===== src/rtl/transposition_table_macros.svh =====
// -----------------------------------------------------------------------------
// transposition_table_macros
// Assertion macros used by the transposition table back end (tt_back).
// -----------------------------------------------------------------------------
`ifndef TRANSPOSITION_TABLE_MACROS_SVH
`define TRANSPOSITION_TABLE_MACROS_SVH

// same-cycle implication
`define TT_ASSERT_IMPLIES(label, clk, rst, ante, cons, msg) \
   label: assert property (@(posedge clk) disable iff (rst) (ante) |-> (cons)) \
      else $error(msg);

// next-cycle implication
`define TT_ASSERT_NEXT(label, clk, rst, ante, cons, msg) \
   label: assert property (@(posedge clk) disable iff (rst) (ante) |=> (cons)) \
      else $error(msg);

`endif


===== src/rtl/tt_pkg.sv =====
// -----------------------------------------------------------------------------
// tt_pkg
// Types, codes and sizes for the transposition table.
// -----------------------------------------------------------------------------
package tt_pkg;

   localparam int INDEX_BITS  = 16;
   localparam int ENTRY_COUNT = 1 << INDEX_BITS;
   localparam int QUEUE_DEPTH = 2;
   localparam int QPTR_BITS   = 1;
   localparam int QCNT_BITS   = 2;

   localparam logic [14:0] MATE_RESET = 15'd29000;

   localparam logic [1:0] CMD_PROBE = 2'd0;
   localparam logic [1:0] CMD_STORE = 2'd1;
   localparam logic [1:0] CMD_CLEAR = 2'd2;

   localparam logic [1:0] BOUND_ALPHA = 2'd0;
   localparam logic [1:0] BOUND_BETA  = 2'd1;
   localparam logic [1:0] BOUND_EXACT = 2'd2;

   typedef logic signed [15:0]     score_type;
   typedef logic [INDEX_BITS-1:0]  index_type;

   typedef enum logic [1:0] {
      BK_CLEAR,
      BK_IDLE,
      BK_LOOK
   } back_state_type;

   // word passed from front to back
   typedef struct packed {
      logic [1:0]  command;
      logic [63:0] key;
      index_type   idx;
      logic [30:0] move_in;
      score_type   store_score;
      logic [1:0]  bound_kind;
      logic [6:0]  search_depth;
      score_type   lower_window;
      score_type   upper_window;
      logic [6:0]  ply_from_root;
   } item_type;

   typedef struct packed {
      logic        valid;
      logic [63:0] key;
      logic [30:0] move;
      score_type   score;
      logic [6:0]  depth;
      logic [1:0]  bound;
   } entry_type;

   typedef struct packed {
      logic        key_match;
      logic        cutoff;
      logic [30:0] move_out;
      score_type   score_out;
      logic [31:0] hit_count;
      logic [31:0] new_write_count;
      logic [31:0] overwrite_count;
   } result_type;

endpackage


===== src/rtl/tt_queue.sv =====
// -----------------------------------------------------------------------------
// tt_queue
// Short FIFO between the front and the back.
// -----------------------------------------------------------------------------
module tt_queue (
   input  logic             clock,
   input  logic             reset,
   input  logic             in_valid,
   output logic             in_ready,
   input  tt_pkg::item_type in_item,
   output logic             out_valid,
   input  logic             out_ready,
   output tt_pkg::item_type out_item
);

   tt_pkg::item_type                slot_ff [tt_pkg::QUEUE_DEPTH];
   logic [tt_pkg::QPTR_BITS-1:0]    wr_ptr_ff, wr_ptr_in;
   logic [tt_pkg::QPTR_BITS-1:0]    rd_ptr_ff, rd_ptr_in;
   logic [tt_pkg::QCNT_BITS-1:0]    count_ff, count_in;
   logic                            push, pop;

   assign in_ready  = count_ff != tt_pkg::QCNT_BITS'(tt_pkg::QUEUE_DEPTH);
   assign out_valid = count_ff != '0;
   assign out_item  = slot_ff[rd_ptr_ff];
   assign push      = in_valid && in_ready;
   assign pop       = out_valid && out_ready;

   always_comb begin
      wr_ptr_in = push ? wr_ptr_ff + 1'b1 : wr_ptr_ff;
      rd_ptr_in = pop  ? rd_ptr_ff + 1'b1 : rd_ptr_ff;
      count_in  = count_ff;
      if (push && !pop) begin
         count_in = count_ff + 1'b1;
      end else if (pop && !push) begin
         count_in = count_ff - 1'b1;
      end
   end

   always_ff @(posedge clock) begin
      if (reset) begin
         wr_ptr_ff <= '0;
         rd_ptr_ff <= '0;
         count_ff  <= '0;
      end else begin
         wr_ptr_ff <= wr_ptr_in;
         rd_ptr_ff <= rd_ptr_in;
         count_ff  <= count_in;
      end
   end

   always_ff @(posedge clock) begin
      if (push) begin
         slot_ff[wr_ptr_ff] <= in_item;
      end
   end

endmodule


===== config.mk =====
export PLATFORM = sky130hd
export DESIGN_NAME = tt_queue
export DESIGN_NICKNAME = d
export VERILOG_FILES = /design/src/rtl/transposition_table_macros.svh /design/src/rtl/tt_pkg.sv /design/src/rtl/tt_queue.sv
export SDC_FILE = /design/constraint.sdc
export NUM_CORES = 1
export LEC_CHECK = 0
export BUFFER_PORTS_ARGS = -buffer_cell sky130_fd_sc_hd__buf_2
export CORE_ASPECT_RATIO = 2
export CORE_MARGIN = 4
export CORE_UTILIZATION = 46
export CTS_CLUSTER_DIAMETER = 100
export CTS_CLUSTER_SIZE = 40
export DETAILED_ROUTE_END_ITERATION = 12
export PLACE_DENSITY = 0.81
export SLEW_MARGIN = 20
export SYNTH_ARGS = -nofsm -noshare
export SYNTH_HDL_FRONTEND = slang
export SYNTH_SLANG_ARGS = --single-unit

===== constraint.sdc =====
create_clock -name clock -period 7.2 [get_ports clock]
set_input_delay 0.36 -clock clock [delete_from_list [all_inputs] [get_ports clock]]
set_output_delay 0.36 -clock clock [all_outputs]
set_load 0.005 [all_outputs]

==> flow_summary.toml <==
[grt]
antenna_found_initial = 4
grt_pass1_wl_um = 38800
grt_use_met3 = 0.0273
globalRouteOverflowTotal = 0
grt_max_degree = 103
global_route.usage.met1 = 0.156
use_met2 = 0.304
grt.total_usage = 0.157
first_global_vias = 7109
grt.busiest_layer = "met2"

[final_layout]
nFillCells = 2130
nNetsFinal = 1177
finalCoreUtilization = 0.572
area_growth_pct = 22.7
final_layout_size_suffix_gt1_frac = 0.561

[sta]
slew_violations = 0
finalSetupViolCount = 0
fmax_mhz = 310
fin_ws_ns = 3.98
tightest_slew_ns = 1.08
setup_tns_ns = 0
rsz0062_at_grt = "false"
hold_viol = 0
fin_skew_ns = 0.00959
fin_crit_sh = 0.448
finalCriticalPeriod_ns = 3.22
max-slew-margin-rel = 0.277

[power_and_ir_drop]
pwr-share-comb = 0.276
seq_power_share = 0.547
pwr-share-clk = 0.178
power.leakage_nw = 6.33
powerDensity_nw_per_um2 = 300
p_sw_mw = 1.27
switching_share = 0.256
p_int_mw = 3.70
irDropWorstVdd_mv = 0.355

[yosys]
avgSynthCellArea_um2 = 23.5
synth_top_area_cell = "edfxtp_1"
synth_most_common_cell = "edfxtp_1"
synthArstFlopShare = 0
ys.warnings.count = 0
synthesis.area_um2 = 13500
seq_area_frac_synth = 0.795
synth_cell_types = 19
netlist.area_leader.share = 0.788
synth-edff-count = 354
ys_top_cells_by_area = "edfxtp_1 (79%), mux2_4 (13%), mux2_2 (4.8%)"
syn-instance-count = 575
synth_flop_cell = "edfxtp_1"
ys_ff_latch = 359
synth_nets = 757
ys_top_cells_by_count = "edfxtp_1 (354), mux2_4 (120), mux2_2 (57), buf_6 (16), dfxtp_1 (5)"

[cts]
clock-sinks = 359
cts_buffers = 12
htreeDepth = 1
cts.path.max_buffers = 3
cts_tree = "yes"
path_clk_slew_ns = 0.14
clock-root-buffer = "clkbuf_16"
clk_latency_ns = 0.51
cts_resized = 0

[drt]
vias_per_cell = 4.94
drt_first_pass_iters = 4
vias = 6736
drtAntennaViolNets = 0
drt_iter0_markers = 320
finalWirelength_um = 26800
drc = 0
routedWlPerCell_um = 19.7

[min_path]
min_to = "slot_ff[0][32]"
min_path_cells = 1
hold_path.class = "input pin to flop"
hold_path.startpoint = "in_item[32]"

[critical_path]
crit_family = "buffers and inverters"
cpMaxStageDelayCell = "dfxtp_4"
rrSetupSlack_ns = 4.29
crit_type = "flop to output port"
r2r_end = "slot_ff[0][48]"
crit_required_ns = 6.84
crit_buf_inv = 2
worstSetupStartpointType = "flop"
rr_worst_depth = 4
critPathCaptureType = "output port"
worstPathArrival_ns = 2.86
cp_cell_sequence = "buf_4, mux2_2, buf_2"
r2r-start = "count_ff[0]"
worstPathMaxFanout = 55
slowest_delay_ns = 0.86

[placed_design]
place_congestion = 0.770
hpwl_um = 18500
pre_cts_ws_ns = 4.25
port_buffers = 359

[floorplanning]
fp.dieArea_um2 = 32300
die_x_um = 129
coreArea_um2 = 29000
initial_core_util = 0.466
die_y_um = 250
ios = 360
core.rowCount = 88

[flow_run]
cap_violations = 0

[status]
status = "complete, no violations"
[placed cells by master (no fill, tap or decap)]
cell	n
and3_4	1
edfxtp_1	354
nor2_1	3
dlygate4sd3_1	61
buf_4	6
clkbuf_1	5
and2_1	1
diode_2	4
or3_1	1
mux2_4	120
dfxtp_4	1
nand2b_1	1
dfxtp_1	4
xor2_1	3
a21bo_2	1
or2_2	1
ha_1	1
a21oi_1	2
o21ai_0	2
buf_2	359
mux2_2	57
nand3b_1	1
clkbuf_16	13
inv_6	1
[area by class of cell]
type / count / area (um^2) / share of cell area
clock buffers: 18 / 344 / 0.0208
well taps: 360 / 450 / 0.0272
inverters: 1 / 8.76 / 0.000529
multi-input cells: 195 / 2570 / 0.155
repair buffers: 426 / 2450 / 0.148
flip-flops and latches: 359 / 10700 / 0.648
diodes: 4 / 10.0 / 0.000604
[power by group through the flow]
stage	registers (mW)	logic (mW)	clock network, mW
global placement	2.75	1.34	0
global route	2.74	1.46	0.995
detailed placement	2.77	1.36	0
finish	2.71	1.37	0.883
CTS	2.72	1.38	0.918
floorplan	2.75	0.908	0
[timing repair]
| action | 4_1_cts | 5_1_grt |
|---|---|---|
| setup buffers | 0 | 0 |
| hold endpoints to repair | 46 | 69 |
| hold buffers | 24 | 37 |
[registers in the layout, summed over array words and instances, names as in the netlist, named ones only]
| signal | count |
|---|---|
| slot_ff | 354 |
| count_ff | 2 |
| rd_ptr_ff | 1 |
| wr_ptr_ff | 1 |
[per-stage QoR]
stage               hold WS [ns]  total power [mW]  cells  cell area (um^2)
finish                    0.0275              4.97   1363             16600
CTS                   0.00000652              5.01   1322             16200
global placement           0.487              4.09   1280             15600
global route           -0.000476              5.20   1363             16600
detailed placement         0.496              4.13   1280             15600
floorplan                  0.429              3.65    575             13500
[kinds of logic after synthesis]
family,share of synthesized area
flops,0.795
xor+xnor,0.00195
fa+ha+maj,0.000927
simple gates,0.00371
buf+inv,0.0151
compound gates,0.00222
mux,0.181
[worst max path at each step]
stage / startpoint / end / slack, ns / cells past startpoint
finish: flop / out_item[168] / 3.98 / 3
global route: flop / out_item[168] / 3.80 / 3
CTS: flop / out_item[168] / 3.90 / 3
detailed placement: count_ff[0] / slot_ff[0][29] / 4.25 / 4
global placement: count_ff[0] / slot_ff[0][123] / 4.31 / 4
floorplan: count_ff[0] / slot_ff[1][0] / 1.94 / 2
[routing by layer]
metal,part of all wire,vias up
li1,-,3106
met1,0.32,3325
met2,0.58,249
met3,0.056,56
met4,0.042,0
met5,0,-
(Power assumes the default switching activity.)
