===== config.mk =====
export PLATFORM = sky130hd
export DESIGN_NAME = tt_front_flat
export DESIGN_NICKNAME = d
export VERILOG_FILES = /design/src/rtl/transposition_table_macros.svh /design/src/rtl/tt_pkg.sv /design/src/rtl/tt_channels.sv /design/src/rtl/tt_front.sv /design/src/flat_wrapper.sv
export SDC_FILE = /design/constraint.sdc
export NUM_CORES = 1
export LEC_CHECK = 0
export BUFFER_PORTS_ARGS = -buffer_cell sky130_fd_sc_hd__clkbuf_2
export CAP_MARGIN = 40
export CORE_MARGIN = 5
export CORE_UTILIZATION = 39
export CTS_BUF_LIST = sky130_fd_sc_hd__clkbuf_4 sky130_fd_sc_hd__clkbuf_8
export DETAILED_ROUTE_END_ITERATION = 10
export HOLD_SLACK_MARGIN = 0.03
export PLACE_DENSITY = 0.71
export SLEW_MARGIN = 40
export SYNTH_ARGS = -nofsm -noshare
export SYNTH_HDL_FRONTEND = slang
export SYNTH_SLANG_ARGS = --single-unit

===== constraint.sdc =====
create_clock -name clock -period 14.2 [get_ports clock]
set_input_delay 1.42 -clock clock [delete_from_list [all_inputs] [get_ports clock]]
set_output_delay 1.42 -clock clock [all_outputs]
set_load 0.02 [all_outputs]

===== src/rtl/transposition_table_macros.svh =====
// -----------------------------------------------------------------------------
// transposition_table_macros
// Assertion macros used by the transposition table back end (tt_back).
// -----------------------------------------------------------------------------
`ifndef TRANSPOSITION_TABLE_MACROS_SVH
`define TRANSPOSITION_TABLE_MACROS_SVH

// same-cycle implication
`define TT_ASSERT_IMPLIES(label, clk, rst, ante, cons, msg) \
   label: assert property (@(posedge clk) disable iff (rst) (ante) |-> (cons)) \
      else $error(msg);

// next-cycle implication
`define TT_ASSERT_NEXT(label, clk, rst, ante, cons, msg) \
   label: assert property (@(posedge clk) disable iff (rst) (ante) |=> (cons)) \
      else $error(msg);

`endif


===== src/rtl/tt_pkg.sv =====
// -----------------------------------------------------------------------------
// tt_pkg
// Types, codes and sizes for the transposition table.
// -----------------------------------------------------------------------------
package tt_pkg;

   localparam int INDEX_BITS  = 16;
   localparam int ENTRY_COUNT = 1 << INDEX_BITS;
   localparam int QUEUE_DEPTH = 2;
   localparam int QPTR_BITS   = 1;
   localparam int QCNT_BITS   = 2;

   localparam logic [14:0] MATE_RESET = 15'd29000;

   localparam logic [1:0] CMD_PROBE = 2'd0;
   localparam logic [1:0] CMD_STORE = 2'd1;
   localparam logic [1:0] CMD_CLEAR = 2'd2;

   localparam logic [1:0] BOUND_ALPHA = 2'd0;
   localparam logic [1:0] BOUND_BETA  = 2'd1;
   localparam logic [1:0] BOUND_EXACT = 2'd2;

   typedef logic signed [15:0]     score_type;
   typedef logic [INDEX_BITS-1:0]  index_type;

   typedef enum logic [1:0] {
      BK_CLEAR,
      BK_IDLE,
      BK_LOOK
   } back_state_type;

   // word passed from front to back
   typedef struct packed {
      logic [1:0]  command;
      logic [63:0] key;
      index_type   idx;
      logic [30:0] move_in;
      score_type   store_score;
      logic [1:0]  bound_kind;
      logic [6:0]  search_depth;
      score_type   lower_window;
      score_type   upper_window;
      logic [6:0]  ply_from_root;
   } item_type;

   typedef struct packed {
      logic        valid;
      logic [63:0] key;
      logic [30:0] move;
      score_type   score;
      logic [6:0]  depth;
      logic [1:0]  bound;
   } entry_type;

   typedef struct packed {
      logic        key_match;
      logic        cutoff;
      logic [30:0] move_out;
      score_type   score_out;
      logic [31:0] hit_count;
      logic [31:0] new_write_count;
      logic [31:0] overwrite_count;
   } result_type;

endpackage


===== src/rtl/tt_channels.sv =====
// -----------------------------------------------------------------------------
// tt_channels
// Request and response channels of the transposition table.
// -----------------------------------------------------------------------------
interface tt_req_if;
   logic              valid;
   logic              ready;
   logic [1:0]        command;
   logic [63:0]       key;
   logic [30:0]       move_in;
   logic signed [15:0] score_in;
   logic [1:0]        bound_kind;
   logic [6:0]        search_depth;
   logic signed [15:0] lower_window;
   logic signed [15:0] upper_window;
   logic [6:0]        ply_from_root;

   modport source (
      output valid, command, key, move_in, score_in, bound_kind, search_depth,
             lower_window, upper_window, ply_from_root,
      input  ready
   );
   modport sink (
      input  valid, command, key, move_in, score_in, bound_kind, search_depth,
             lower_window, upper_window, ply_from_root,
      output ready
   );
endinterface



===== src/rtl/tt_front.sv =====
// -----------------------------------------------------------------------------
// tt_front
// Takes request words, derives the table index and the mate-adjusted store
// score, and holds the word until the queue takes it.
// -----------------------------------------------------------------------------
module tt_front (
   input  logic             clock,
   input  logic             reset,
   tt_req_if.sink           req_chan,
   input  logic [14:0]      mate_thr,
   output logic             out_valid,
   input  logic             out_ready,
   output tt_pkg::item_type out_item
);

   logic              hold_valid_ff, hold_valid_in;
   tt_pkg::item_type  item_ff, item_in;
   logic              take;
   logic signed [17:0] sc18, thr18, ply18, sum18;
   tt_pkg::score_type sat_score;

   assign req_chan.ready = !hold_valid_ff || out_ready;
   assign take           = req_chan.valid && req_chan.ready;
   assign out_valid      = hold_valid_ff;
   assign out_item       = item_ff;

   always_comb begin
      sc18  = 18'(req_chan.score_in);
      thr18 = 18'(mate_thr);
      ply18 = 18'(req_chan.ply_from_root);
      if (sc18 > thr18) begin
         sum18 = sc18 + ply18;
      end else if (sc18 < -thr18) begin
         sum18 = sc18 - ply18;
      end else begin
         sum18 = sc18;
      end
      if (sum18 > 18'sd32767) begin
         sat_score = 16'sh7FFF;
      end else if (sum18 < -18'sd32768) begin
         sat_score = 16'sh8000;
      end else begin
         sat_score = sum18[15:0];
      end

      item_in               = item_ff;
      hold_valid_in         = hold_valid_ff && !out_ready;
      if (take) begin
         item_in.command       = req_chan.command;
         item_in.key           = req_chan.key;
         item_in.idx           = req_chan.key[tt_pkg::INDEX_BITS-1:0];
         item_in.move_in       = req_chan.move_in;
         item_in.store_score   = sat_score;
         item_in.bound_kind    = req_chan.bound_kind;
         item_in.search_depth  = req_chan.search_depth;
         item_in.lower_window  = req_chan.lower_window;
         item_in.upper_window  = req_chan.upper_window;
         item_in.ply_from_root = req_chan.ply_from_root;
         hold_valid_in         = 1'b1;
      end
   end

   always_ff @(posedge clock) begin
      if (reset) begin
         hold_valid_ff <= 1'b0;
      end else begin
         hold_valid_ff <= hold_valid_in;
      end
   end

   always_ff @(posedge clock) begin
      item_ff <= item_in;
   end

endmodule


===== src/flat_wrapper.sv =====
// flat-port wrapper written by rule: the top's interface ports become plain ports
module tt_front_flat 
  (clock, reset, mate_thr, out_valid, out_ready, out_item, req_chan_valid, req_chan_command, req_chan_key, req_chan_move_in, req_chan_score_in, req_chan_bound_kind, req_chan_search_depth, req_chan_lower_window, req_chan_upper_window, req_chan_ply_from_root, req_chan_ready);
  tt_req_if req_chan_i ();
  input  logic clock;
  input  logic reset;
  input  logic [14:0] mate_thr;
  output logic out_valid;
  input  logic out_ready;
  output tt_pkg::item_type out_item;
  input wire logic [$bits(req_chan_i.valid)-1:0] req_chan_valid;
  input wire logic [$bits(req_chan_i.command)-1:0] req_chan_command;
  input wire logic [$bits(req_chan_i.key)-1:0] req_chan_key;
  input wire logic [$bits(req_chan_i.move_in)-1:0] req_chan_move_in;
  input wire logic [$bits(req_chan_i.score_in)-1:0] req_chan_score_in;
  input wire logic [$bits(req_chan_i.bound_kind)-1:0] req_chan_bound_kind;
  input wire logic [$bits(req_chan_i.search_depth)-1:0] req_chan_search_depth;
  input wire logic [$bits(req_chan_i.lower_window)-1:0] req_chan_lower_window;
  input wire logic [$bits(req_chan_i.upper_window)-1:0] req_chan_upper_window;
  input wire logic [$bits(req_chan_i.ply_from_root)-1:0] req_chan_ply_from_root;
  output wire logic [$bits(req_chan_i.ready)-1:0] req_chan_ready;
  assign req_chan_i.valid = req_chan_valid;
  assign req_chan_i.command = req_chan_command;
  assign req_chan_i.key = req_chan_key;
  assign req_chan_i.move_in = req_chan_move_in;
  assign req_chan_i.score_in = req_chan_score_in;
  assign req_chan_i.bound_kind = req_chan_bound_kind;
  assign req_chan_i.search_depth = req_chan_search_depth;
  assign req_chan_i.lower_window = req_chan_lower_window;
  assign req_chan_i.upper_window = req_chan_upper_window;
  assign req_chan_i.ply_from_root = req_chan_ply_from_root;
  assign req_chan_ready = req_chan_i.ready;
  tt_front u_core (.clock(clock), .reset(reset), .req_chan(req_chan_i), .mate_thr(mate_thr), .out_valid(out_valid), .out_ready(out_ready), .out_item(out_item));
endmodule

==> out/results.txt, run 1 <==
Worst setup EP type: flip-flop
Seq/Total Area, Yosys: 66.38%
Psw: 303.4 uW
CP Cell Sequence: clkbuf_2, inv_1, nand4_1, nor4_1, inv_1, or4_1, xnor2_1, ha_1, a21oi_1, nor2_1, nor3_1, a31oi_4, o31a_1, a311o_1, nor2_1, o21ai_0
critical path's slowest cell: or4_1
post-route clock period utilization: 36.58%
Clock Power Share: 33.4%
dpl hpwl: 17590 um
Hold Startpoint: u_core.out_valid
area taken by multi-input logic gates: 2151 um^2
kind of critical path: in -> reg
Post-Syn Area: 7313 um^2
CP Data Required Time: 14.38 ns
die area: 21590 um^2
Critical Path AT: 5.37 ns
Layout Utilization: 52.28%
max capacitance violation total: 0
hold_buf cts: 0
pwr dens: 116.5 nW/um^2
gpl congestion: 0.8713
Root Buffer: clkbuf_8
top-area cell type share of the netlist area: 66.11%
Vias/cell: 4.844
Slew @ Worst Pin: 0.7512 ns
worst hold path endpoint: u_core.out_valid
hold path cells: 2
leading post-synthesis cells by cell area: edfxtp_1 66%, ha_1 8.0%, inv_1 1.8%
Num CTS Buffers: 17
vias: 5343
placed instance area: 9251 um^2
CTS H-tree depth: 4
die width: 146.9 um
Distinct cells, synth: 68
DRT Wirelength: 21260 um
Slew HR: 49.92%
Net count, final: 1082
filler cell count: 1623
worst-path fanout max: 11
cells after synthesis: 497
peak supply drop: 0.00005278 V
site row count: 50
Sw Share: 26.81%
Crit path max-delay family: simple AND/OR/NAND/NOR gates
fin crit period: 5.195 ns
r2r worst-path depth: 4
antenna violations before repair: 3
global-route wire length before repair: 31170 um
top-level I/O count: 359
Clock Skews: 0.01016 ns
Core ar.: 18580 um^2
Final Max Slew Viols: 0
status: finished, final reports clean
Ys Warns: 0
r2r setup slk: 11.92 ns
clk slew on worst S/H paths: 0.09 ns
area delta synth->final: 32.81%
DR pass1 iterations: 6
antenna viol nets, final: 0
Sequential Area: 4855 um^2
post-synth top area cell: edfxtp_1
total gr overflow: 0
Synth Flop Type: edfxtp_1
Hold WS: 0.5343 ns
Clk Latency, worst-skew pair: 0.44 ns
Post-synth EDFFs: 161
Final Cell Area: 9713 um^2
LEAKAGE: 0.004370 uW
worst r2r dst: u_core.out_item[175]
CTS tree: done
Post-CTS Setup Repair Bufs: 0
global-route usage over all layers: 19.11%
sequential share of power: 50.3%
Logic pwr share: 16.2%
syn nets: 726
vias in the first global route: 5476
share of flip-flops with an asynchronous set or reset: 0%
startpoint type of the worst setup path: input port
type of the tightest min-delay check: reg -> reg
Starting Density: 39.36%
Critical Path Max Stage Delay: 0.51 ns
worst reg2reg path startpoint: u_core.out_valid
clk sinks: 162
f_max: 0.1925 GHz
Fin. Hold Viols: 0
PostCTS Resize Cnt: 0
unrepaired setup endpoints after global routing: no
internal cell power: 828.4 uW
share of cells above drive strength 1: 49.31%
endpoints failing setup: 0
CP Buf/Inv Count: 3
Yosys reg bits: 162
drt wl/cell: 19.28 um
syn avg cell area: 14.71 um^2
CTS Buffer Depth: 2
largest net degree at the start of global routing: 83
setup TNS: 0 ns
Initial DRC Count: 350
Remaining DRCs: 0
die height: 146.9 um
port buffer count: 358
-- synth_stat cells, types with 2 or more instances --
master,instances
buf_2,2
nor2_1,26
o211a_1,4
a21o_2,3
nor4_1,5
nand2_1,21
nor2b_1,6
maj3_2,9
a211oi_1,3
and4_2,2
ha_1,47
o21bai_1,3
inv_1,35
a21boi_0,2
buf_4,16
nor3_1,7
xnor2_1,13
a21oi_1,21
and3_1,3
mux2i_1,2
a21oi_2,2
clkbuf_1,2
nand4_2,2
or4_1,2
fa_1,2
and2_1,7
a31oi_1,7
a32oi_1,3
edfxtp_1,161
o31ai_1,2
xor2_1,6
nand3_1,5
a21o_1,3
nand2b_1,6
nand4_1,5
buf_6,2
or2_2,2
o21ai_0,18
-- area by class of cell --
| type | count | area share (%) |
|---|---|---|
| Timing Repair Buffer | 361 | 18.76 |
| Multi-Input combinational cell | 276 | 22.14 |
| Sequential cell | 162 | 49.98 |
| Clock inverter | 14 | 2.190 |
| Antenna cell | 3 | 0.07729 |
| Clock buffer | 18 | 2.486 |
| Tap cell | 234 | 3.014 |
| Inverter | 35 | 1.353 |
-- worst reg2reg max path, stage by stage, from the launching register on --
cell and delay (ns):
dfxtp_1 0.32, nand2b_1 0.10, and2_4 0.16, buf_6 0.54
buf_6 0.73
-- sequential cells by signal (all words and copies together), names as in the netlist --
| name | flops |
|---|---|
| u_core.out_item | 161 |
| u_core.out_valid | 1 |
-- cell usage in the layout (no fill, tap or decap), types with 5 or more instances in the layout --
master	count
inv_1	35
nand2b_1	6
nand3_1	5
ha_1	47
and2_1	6
o21ai_0	18
nor2_1	26
nor4_1	5
xor2_1	6
nand2_1	21
maj3_2	9
clkbuf_8	17
nor3_1	7
nand4_1	5
clkbuf_2	358
edfxtp_1	161
a21oi_1	21
nor2b_1	6
a31oi_1	7
xnor2_1	13
-- cell families (layout without fill, tap and decap cells) --
| kind of cell | after synthesis | in the layout | synth area share [%] |
|---|---|---|---|
| compound gates | 88 | 88 | 8.606 |
| xor+xnor | 19 | 19 | 2.275 |
| fa+ha+maj | 58 | 58 | 9.974 |
| buf+inv | 59 | 428 | 4.243 |
| flops | 162 | 162 | 66.38 |
| mux | 2 | 2 | 0.2737 |
| other cells | 0 | 3 | 0 |
| simple gates | 109 | 109 | 8.247 |
-- routing by layer --
layer  track usage (%)  up-vias  wire length, um
met3             6.107       27             1646
met1             20.39     2520             7660
li1                  -     2577                -
met4             6.897        0              465
met2             35.35      219            11490
met5                 0        -                0
-- power groups by stage --
stage | registers (uW) | clock network [uW] | logic, uW
after floorplan | 621 | 0 | 71.2
after global placement | 580 | 0 | 182
after detailed placement | 581 | 0 | 185
after CTS | 570 | 389 | 185
after global routing | 573 | 413 | 200
final | 570 | 378 | 184
-- worst max-delay path by stage --
stage	depth (start not counted)	startpoint	slack (ns)	to
after global routing	16	mate_thr[2]	8.68	u_core.out_item[58]
after CTS	16	mate_thr[2]	9.02	u_core.out_item[59]
final	16	mate_thr[2]	9.01	u_core.out_item[60]
after global placement	16	mate_thr[2]	8.56	u_core.out_item[61]
after floorplan	2	out_ready	8.26	u_core.out_item[0]
after detailed placement	16	mate_thr[2]	8.52	u_core.out_item[59]
-- through the flow --
step,setup WS (ns),std cells,total power (uW)
global route,8.684,1103,1185
detailed placement,8.524,1068,766.0
finish,9.005,1103,1132
CTS,9.017,1100,1144
floorplan,8.259,497,692.4
global placement,8.564,1068,762.5
No activity file was read; power rests on OpenSTA's default activity.
==> inputs of run 2 (changes only) <==
--- a/config.mk
+++ b/config.mk
@@ -12,7 +12,7 @@
 export CTS_BUF_LIST = sky130_fd_sc_hd__clkbuf_4 sky130_fd_sc_hd__clkbuf_8
 export DETAILED_ROUTE_END_ITERATION = 10
 export HOLD_SLACK_MARGIN = 0.03
-export PLACE_DENSITY = 0.71
+export PLACE_DENSITY = 0.73
 export SLEW_MARGIN = 40
 export SYNTH_ARGS = -nofsm -noshare
 export SYNTH_HDL_FRONTEND = slang
==> constraint.sdc (replaced) <==
create_clock -name clock -period 4.5 [get_ports clock]
set_input_delay 0.45 -clock clock [delete_from_list [all_inputs] [get_ports clock]]
set_output_delay 0.45 -clock clock [all_outputs]
set_load 0.02 [all_outputs]
==> out/results.txt, run 2 (synthesis gave the netlist of run 1 again) <==
status: finished, final reports clean
peak supply drop: 0.0001535 V
sequential share of power: 53.6%
Remaining DRCs: 0
CTS Buffer Depth: 2
Vias/cell: 4.885
worst r2r dst: u_core.out_item[29]
Num CTS Buffers: 17
Levels on crit path: 17
Cell Count, Final, Fillers Out: 1107
CTS H-tree depth: 4
Slew @ Worst Pin: 0.5658 ns
Crit path max-delay family: simple AND/OR/NAND/NOR gates
type of the tightest min-delay check: in -> reg
Sw Share: 28.83%
die width: 146.9 um
Inst Count DP: 1071
Worst Setup SP: mate_thr[2]
Fin. Hold Viols: 0
PostCTS Resize Cnt: 0
commonest non-fill, non-tap cell in the layout: clkbuf_2
antenna violations before repair: 3
DR pass1 iterations: 4
clk sinks: 162
Logic pwr share: 17.4%
LEAKAGE: 0.004331 uW
r2r setup slk: 2.65 ns
endpoints failing setup: 0
worst reg2reg path startpoint: u_core.out_valid
Net count, final: 1085
port buffer count: 358
Post-CTS Setup Repair Bufs: 0
site row count: 50
Critical Path Max Stage Delay: 0.48 ns
kind of critical path: in -> reg
pwr dens: 347.8 nW/um^2
startpoint type of the worst setup path: input port
largest net degree at the start of global routing: 89
top-level I/O count: 359
Core ar.: 18580 um^2
CP Buf/Inv Count: 5
internal cell power: 2389 uW
r2r worst-path depth: 3
Critical Path AT: 4.04 ns
clk slew on worst S/H paths: 0.09 ns
Starting Density: 39.36%
max FFs per register: 161
max capacitance violation total: 0
hold_buf cts: 0
fin crit period: 3.844 ns
Worst setup EP type: flip-flop
Hold WS: 0.1509 ns
Clock Skews: 0.006885 ns
CP Data Required Time: 4.70 ns
commonest cells after routing, fill and taps aside: 358 x clkbuf_2, 161 x edfxtp_1, 47 x ha_1
DRT Wirelength: 21330 um
global-route usage over all layers: 19.29%
Clock Power Share: 29.0%
vias: 5408
post-route clock period utilization: 85.43%
CTS tree: done
dpl hpwl: 17720 um
gpl congestion: 0.8683
Root Buffer: clkbuf_8
Clk Latency, worst-skew pair: 0.45 ns
CP Cell Sequence: clkbuf_2, inv_1, nand4_1, nor4_1, buf_4, inv_1, or4_1, xnor2_1, ha_1, a21oi_1, nor2_1, nor3_1, a31oi_4, o31a_1, a311o_1, buf_4, maj3_2
unrepaired setup endpoints after global routing: no
Initial DRC Count: 338
drt wl/cell: 19.27 um
Slew HR: 62.10%
critical path's slowest cell: or4_1
crit path to: u_core.out_item[50]
global-route wire length before repair: 31490 um
die height: 146.9 um
die area: 21590 um^2
setup TNS: 0 ns
share of cells above drive strength 1: 49.37%
area delta synth->final: 31.96%
Final Max Slew Viols: 0
total gr overflow: 0
vias in the first global route: 5491
Psw: 967.8 uW
f_max: 0.2601 GHz
antenna viol nets, final: 0
worst-path fanout max: 10
Layout Utilization: 51.94%
-- run 2: cell count changes in the layout (fill, tap and decap cells not counted), sizes merged --
cell and delta:
diode +1, bufinv -4, clkinv +2, inv -1, clkinvlp +3, buf +3
-- run 2: per-layer routing --
| layer | vias to the layer above | routed length, um | global-route usage (%) |
|---|---|---|---|
| met5 | - | 0 | 0 |
| met2 | 217 | 11280 | 34.64 |
| met1 | 2583 | 7882 | 21.13 |
| met3 | 29 | 1685 | 6.601 |
| li1 | 2579 | - | - |
| met4 | 0 | 488 | 7.130 |
-- run 2: layout make-up --
cell class                      instances  area, um^2
Clock buffer                           18       241.5
Timing Repair Buffer                  364        1849
Inverter                               35       131.4
Tap cell                              234       292.8
Fill cell                            1595        8930
Sequential cell                       162        4855
Multi-Input combinational cell        276        2151
Clock inverter                         14       120.1
Antenna cell                            4       10.01
-- run 2: power by group through the flow --
stage	combinational (uW)	sequential, uW	clock [uW]
global placement	577	1830	0
global route	636	1810	1070
finish	585	1800	973
CTS	588	1800	1000
detailed placement	586	1830	0
floorplan	225	1950	0
-- run 2: worst min-delay path by stage --
stage | to | cells past startpoint | from
after floorplan | u_core.out_valid | 1 | reset
after global placement | u_core.out_valid | 2 | u_core.out_valid
after detailed placement | u_core.out_valid | 2 | u_core.out_valid
after CTS | u_core.out_valid | 2 | reset
after global routing | u_core.out_item[92] | 1 | req_chan_move_in[28]
final | u_core.out_valid | 2 | reset
-- run 2: through the flow --
step	setup WS [ns]	power, uW	cell area (um^2)
after floorplan	0.4949	2178	7315
after global placement	0.2756	2407	9279
after detailed placement	0.2182	2421	9279
after CTS	0.6948	3388	9641
after global routing	0.4003	3513	9648
final	0.6557	3356	9651
